**config.mk**
```make
export PLATFORM = sky130hd
export DESIGN_NAME = opmb_cell
export DESIGN_NICKNAME = d
export VERILOG_FILES = /design/src/rtl/opmb_pkg.sv /design/src/rtl/opmb_cell.sv
export SDC_FILE = /design/constraint.sdc
export NUM_CORES = 2
export LEC_CHECK = 0
export BUFFER_PORTS_ARGS = -buffer_cell sky130_fd_sc_hd__buf_4
export CELL_PAD_IN_SITES_DETAIL_PLACEMENT = 1
export CELL_PAD_IN_SITES_GLOBAL_PLACEMENT = 1
export CORE_AREA = 2 2 502 504
export CTS_CLUSTER_SIZE = 40
export DETAILED_ROUTE_END_ITERATION = 6
export DIE_AREA = 0 0 504 506
export PLACE_DENSITY = 0.62
export SLEW_MARGIN = 40
export SYNTH_ARGS = -nofsm -noshare
export SYNTH_HDL_FRONTEND = slang
export SYNTH_SLANG_ARGS = --single-unit
```
**constraint.sdc**
```tcl
create_clock -name i_clk -period 11 [get_ports i_clk]
set_clock_uncertainty 0.2 [all_clocks]
set_input_delay 0.55 -clock i_clk [delete_from_list [all_inputs] [get_ports i_clk]]
set_output_delay 0.55 -clock i_clk [all_outputs]
set_load 0.01 [all_outputs]
```
**src/rtl/opmb_pkg.sv**
```systemverilog
// ----------------------------------------------------------------------------
// Outer-product matmul block: shared definitions
// Widths, tile shape, data types and the control group between the top level
// and the row cells.
// ----------------------------------------------------------------------------
package opmb_pkg;

    localparam int TILE_ROWS  = 4;
    localparam int TILE_LANES = 4;
    localparam int DATA_W     = 16;
    localparam int PROD_W     = 2 * DATA_W;
    localparam int ACC_W      = 48;
    localparam int CFG_W      = 3;
    localparam int ROW_W      = 2;
    localparam int CNT_W      = 3;

    localparam logic [CFG_W-1:0] ACTIVE_COLUMNS_RESET = CFG_W'(4);

    typedef logic signed [DATA_W-1:0] t_data;
    typedef logic signed [PROD_W-1:0] t_prod;
    typedef logic signed [ACC_W-1:0]  t_acc;
    typedef t_data t_data_lanes [TILE_LANES];
    typedef t_acc  t_acc_row    [TILE_LANES];

    // Control shared by every row cell in a cycle.
    typedef struct packed {
        logic step;   // an item is accepted this cycle
        logic last;   // the accepted item closes the tile
        logic shift;  // the head result is taken, results move one cell down
    } t_cell_ctl;

endpackage

```
**src/rtl/opmb_cell.sv**
```systemverilog
// ----------------------------------------------------------------------------
// Outer-product matmul block: row cell
// Holds the accumulators of one tile row and one stage of the result chain.
// On the closing step it loads its final sums into the chain and clears.
// ----------------------------------------------------------------------------
module opmb_cell (
    input  logic                           i_clk,
    input  logic                           i_rst_n,
    input  opmb_pkg::t_cell_ctl            i_ctl,
    input  logic [opmb_pkg::TILE_LANES-1:0] i_lane_mask,
    input  opmb_pkg::t_data                i_a,
    input  opmb_pkg::t_data_lanes          i_b,
    input  opmb_pkg::t_acc_row             i_drain_next,
    output opmb_pkg::t_acc_row             o_drain
);
    import opmb_pkg::*;

    t_acc_row r_acc;
    t_acc_row n_acc;
    t_acc_row r_drain;
    t_acc_row n_drain;
    t_prod    prod [TILE_LANES];
    t_acc_row sum;

    always_comb begin
        for (int l = 0; l < TILE_LANES; l++) begin
            prod[l] = PROD_W'(i_a) * PROD_W'(i_b[l]);
            sum[l]  = r_acc[l] + ACC_W'(prod[l]);
        end
    end

    always_comb begin
        n_acc   = r_acc;
        n_drain = r_drain;
        if (i_ctl.step) begin
            for (int l = 0; l < TILE_LANES; l++) begin
                if (i_ctl.last) begin
                    n_acc[l]   = '0;
                    n_drain[l] = i_lane_mask[l] ? sum[l] : '0;
                end else if (i_lane_mask[l]) begin
                    n_acc[l] = sum[l];
                end
            end
        end
        // A closing step is only taken with the chain empty, so it never
        // meets a shift.
        if (i_ctl.shift && !(i_ctl.step && i_ctl.last)) begin
            n_drain = i_drain_next;
        end
    end

    always_ff @(posedge i_clk) begin
        if (!i_rst_n) begin
            for (int l = 0; l < TILE_LANES; l++) begin
                r_acc[l] <= '0;
            end
        end else begin
            r_acc <= n_acc;
        end
    end

    always_ff @(posedge i_clk) begin
        r_drain <= n_drain;
    end

    assign o_drain = r_drain;

endmodule

```
Yosys cells after proc, flatten, opt, wreduce, memory -nomap -nowiden
Index checks and enable logic that the tools add are counted.
{"block": "totals", "ff_bits": 384, "inputBits": 281, "out_inout_bits": 192, "word_cells": 48}
{"block": "classes", "addsub": 4, "n_mul": 4, "mux": 18, "n_reduce_logical": 14}
{"op": "48-bit two-way mux", "n": 16}
{"op": "192-bit two-way mux", "n": 2}
{"op": "48-bit by 32-bit adder with 48-bit output", "n": 4}
{"op": "16-bit by 16-bit multiplier with 32-bit output", "n": 4}
{"op": "2-bit nonzero test", "n": 6}
{"op": "2-bit AND reduction", "n": 5}
{"op": "1-bit logical AND", "n": 2}
{"op": "1-bit logical NOT", "n": 1}

Longest topological paths before layout
{"block": "logic_depth", "ltp_word": 6, "ltp_mapped": 28, "ltp_nobuf": 25}

Worst setup path after synthesis
OpenSTA, ideal clock, no wires.
{"block": "synth_timing", "path_type": "input to register", "start": "in i_a[15]", "end": "reg r_drain, in the netlist o_drain[142], data pin", "setup_ns": 0.257, "arrival_ns": 7.464, "t_required_ns": 10.543, "slack_ns": 3.079, "cell_stages": 26, "path_buffers": 3, "cell_sequence": "clkbuf_1 -> clkbuf_1 -> clkbuf_1 -> nand2_1 -> inv_1 -> fa_1 -> inv_1 -> fa_1 -> fa_1 -> fa_1 -> inv_1 -> fa_1 -> inv_1 -> fa_1 -> inv_1 -> ha_1 -> a21o_1 -> a21o_1 -> a21o_1 -> a21o_1 -> a21oi_1 -> nor2b_1 -> o21ai_0 -> nand2b_1 -> or3_1 -> a32o_1"}
{"item": "start, declared", "line": "opmb_cell.sv:11", "rtl": "input opmb_pkg::t_data i_a,"}
{"item": "end signal, assigned", "line": "opmb_cell.sv:63", "rtl": "r_drain <= n_drain;"}
{"item": "end, declared", "line": "opmb_cell.sv:20", "rtl": "t_acc_row r_drain;"}

==> results.sh <==
export IMPL_htreeDepth=2
export IMPL_yosysTopAreaCell="fa_1"
export IMPL_synth_adder_area_share_pct=51.06
export IMPL_cts_made_buffers=56
export IMPL_dp_hpwl_mm=177.8
export IMPL_initial_core_util_pct=27.84
export IMPL_grt_setup_unrepaired="false"
export IMPL_setup_viol=0
export IMPL_synth_top_family_by_area="adder cells"
export IMPL_synthCells=7217
export IMPL_port_buffers=472
export IMPL_clk_path_buf_depth=3
export IMPL_syn_to_final_growth_pct=15.71
export IMPL_core_area_sq_um=250000
export IMPL_crit_arrival_ps=8740
export IMPL_synth_main_ff_cell="edfxtp_1"
export IMPL_grt_pass1_wl_mm=345.2
export IMPL_multi_input_area_sq_um=52220
export IMPL_drt_total_wl_mm=217.1
export IMPL_netlist_area_sq_um=69610
export IMPL_synthMuxAreaShare_pct=0
export IMPL_cp_slowest_stage_delay_ps=720
export IMPL_syn_area_per_cell_sq_um=9.646
export IMPL_viasPerCell=4.573
export IMPL_cap_viol_max_count=0
export IMPL_synth_compound_area_share_pct=9.526
export IMPL_path_cells="buf_4 -> buf_4 -> nand2_1 -> inv_1 -> fa_4 -> inv_1 -> fa_1 -> fa_1 -> inv_1 -> fa_1 -> fa_1 -> inv_1 -> fa_1 -> inv_1 -> ha_1 -> and3_1 -> and2_1 -> a221oi_1 -> a211oi_1 -> or3_1 -> a32o_1"
export IMPL_routedWlPerCell_um=19.58
export IMPL_yosysUniqueCellTypes=83
export IMPL_cp_top_family="adder cells"
export IMPL_fin_tns_setup_ps=0
export IMPL_path_buf_inv=7
export IMPL_cts_tree="yes"
export IMPL_antenna_found_initial=31
export IMPL_yosysTopAreaCellShare_pct=41.64
export IMPL_hold_viol=0
export IMPL_ys_warn_count=0
export IMPL_synth_seq_cells=384
export IMPL_die_area_sq_um=255000
export IMPL_dr_pass1_iters=5
export IMPL_cp_required_ps=11230
export IMPL_instances_no_fill=11090
export IMPL_grt_overflow_total=0
export IMPL_synth_edf_count=192
export IMPL_ff_latch_area_sq_um=9609
export IMPL_layout_drive_gt1_share_pct=8.726
export IMPL_yosys_area_share_simple_pct=11.75
export IMPL_ctsRootBufferMaster="clkbuf_16"
export IMPL_rows=184
export IMPL_synthArstFlopShare_pct=0
export IMPL_die_y_um=506
export IMPL_clock_sinks=384
export IMPL_path_clk_slew_ps=60
export IMPL_tightest_slew_ps=974.3
export IMPL_grt_pass1_vias=59010
export IMPL_drcViolationCount=0
export IMPL_utilization_pct=32.22
export IMPL_finalCritPeriodShare_pct=77.35
export IMPL_worst_setup_path_type="input pin to register"
export IMPL_fmaxAchievable_mhz=117.5
export IMPL_vias=50720
export IMPL_yosysSeqAreaShare_pct=13.80
export IMPL_grt_total_usage_pct=17.33
export IMPL_post_cts_buffers=0
export IMPL_grt_max_degree=97
export IMPL_crit_path_start_kind="input pin"
export IMPL_ys_top_cells_by_area="fa_1, inv_1, ha_1"
export IMPL_place_gp_congestion=0.8570
export IMPL_numPlacedInstances=10780
export IMPL_clk_latency_ps=680
export IMPL_cp_end_kind="register"
export IMPL_fillers=28820
export IMPL_die_w_um=504
export IMPL_cp_slowest_cell="a221oi_1"
export IMPL_status="finished clean"
export IMPL_min_period_ps=8509
export IMPL_synth_xor_area_share_pct=2.491
export IMPL_crit_fanout=33
export IMPL_drt_initial_drc_count=2087
export IMPL_fin_nets=9931
export IMPL_syn_num_nets=9470
export IMPL_hold_class="input pin to register"
export IMPL_ios=473
export IMPL_maxSlewHeadroom_pct=35.05
export IMPL_slew_violations=0
export IMPL_detail_route_antenna_nets=0
## sequential cells by signal, indices dropped and copies added, names as in the netlist
register and count:
o_drain 192, r_acc 192
## layer usage
metal	up-vias	part of all wire, %	GRT usage (%)
li1	22980	-	-
met1	26590	43	21.92
met2	868	50	30.36
met3	263	4.5	2.798
met4	20	2.8	4.942
met5	-	0.050	0
## Yosys cell counts, drive strengths merged, types with 63 or more instances
| cell type | number |
|---|---|
| and2 | 504 |
| a21o | 127 |
| clkbuf | 301 |
| nand2 | 671 |
| nor2b | 138 |
| a21oi | 166 |
| fa | 1448 |
| nor2 | 131 |
| xnor2 | 135 |
| edfxtp | 192 |
| dfxtp | 192 |
| ha | 524 |
| a22oi | 118 |
| a22o | 195 |
| o21ai | 118 |
| inv | 1793 |
| xor2 | 63 |
## repair_timing
action                    4_1_cts  5_1_grt
hold buffers                  187        0
hold endpoints to repair      187        0
resized for setup               0        0
## logic make-up after synthesis
logic type / Yosys count
buffers and inverters: 2102
adder cells (fa/ha/maj): 1972
AND/OR/NAND/NOR: 1640
AO/OA/AOI/OAI: 921
flip-flops: 384
XOR/XNOR: 198
## worst register-to-register path: stages (launching register included)
cell	delay [ps]
dfxtp_1	340
inv_1	80
fa_1	510
inv_1	60
fa_1	540
fa_1	450
fa_1	540
inv_1	50
fa_1	480
inv_1	50
ha_1	330
a21o_1	210
o41ai_1	670
a2111oi_2	200
buf_4	200
o31ai_1	490
o21ai_1	280
a21o_1	260
a31oi_1	220
xnor2_1	190
a22o_1	210
## through the flow
stage	instance area, sq um	worst slack (ps)	hold WS [ps]
after floorplan	69610	3079	231.5
after CTS	80470	2573	3.842
after global placement	76650	2009	247.6
after detailed placement	76690	1810	261.1
final	80550	2491	80.06
after global routing	80530	2197	44.48
## layout make-up
cell class                      count  area share, %
Clock buffer                       72          1.890
Timing Repair Buffer              712          7.262
Multi-Input combinational cell   4731          64.83
Clock inverter                     32         0.4722
Tap cell                         3348          5.201
Sequential cell                   384          11.93
Inverter                         1793          8.355
Antenna cell                       20        0.06213
## final timing paths
path / slack, ps / end / depth (start not counted) / from
min reg2reg: 270 / r_acc[90]$_SDFFE_PN0P_ / 2 / r_acc[90]$_SDFFE_PN0P_
max reg2reg: 4210 / o_drain[190]$_DFFE_PP_ / 20 / r_acc[159]$_SDFFE_PN0P_
min: 80 / o_drain[83]$_DFFE_PP_ / 3 / i_drain_next[83]
max: 2490 / o_drain[142]$_DFFE_PP_ / 21 / i_a[15]
## placed cells by master, fill, tap and decap left out, drive strengths merged, types with 10 or more instances in the layout
master,synthesis,layout
a211oi,15,15
a21o,127,127
a21oi,166,166
a22o,195,195
a22oi,118,118
a31o,10,10
a31oi,17,17
and2,504,504
and3,30,30
buf,7,525
clkbuf,301,72
clkinv,0,17
dfxtp,192,192
diode,0,20
dlygate4sd3,0,187
edfxtp,192,192
fa,1448,1448
ha,524,524
inv,1793,1793
nand2,671,671
nand2b,21,21
nand3,54,54
nand4,27,27
nor2,131,131
nor2b,138,138
nor3,25,25
o211ai,13,13
o21a,19,19
o21ai,118,118
o21bai,33,33
o31ai,15,15
or3,13,13
xnor2,135,135
xor2,63,63
Power is not shown: default switching activity piles up to over one toggle a cycle in this logic, so the estimate is an artifact.
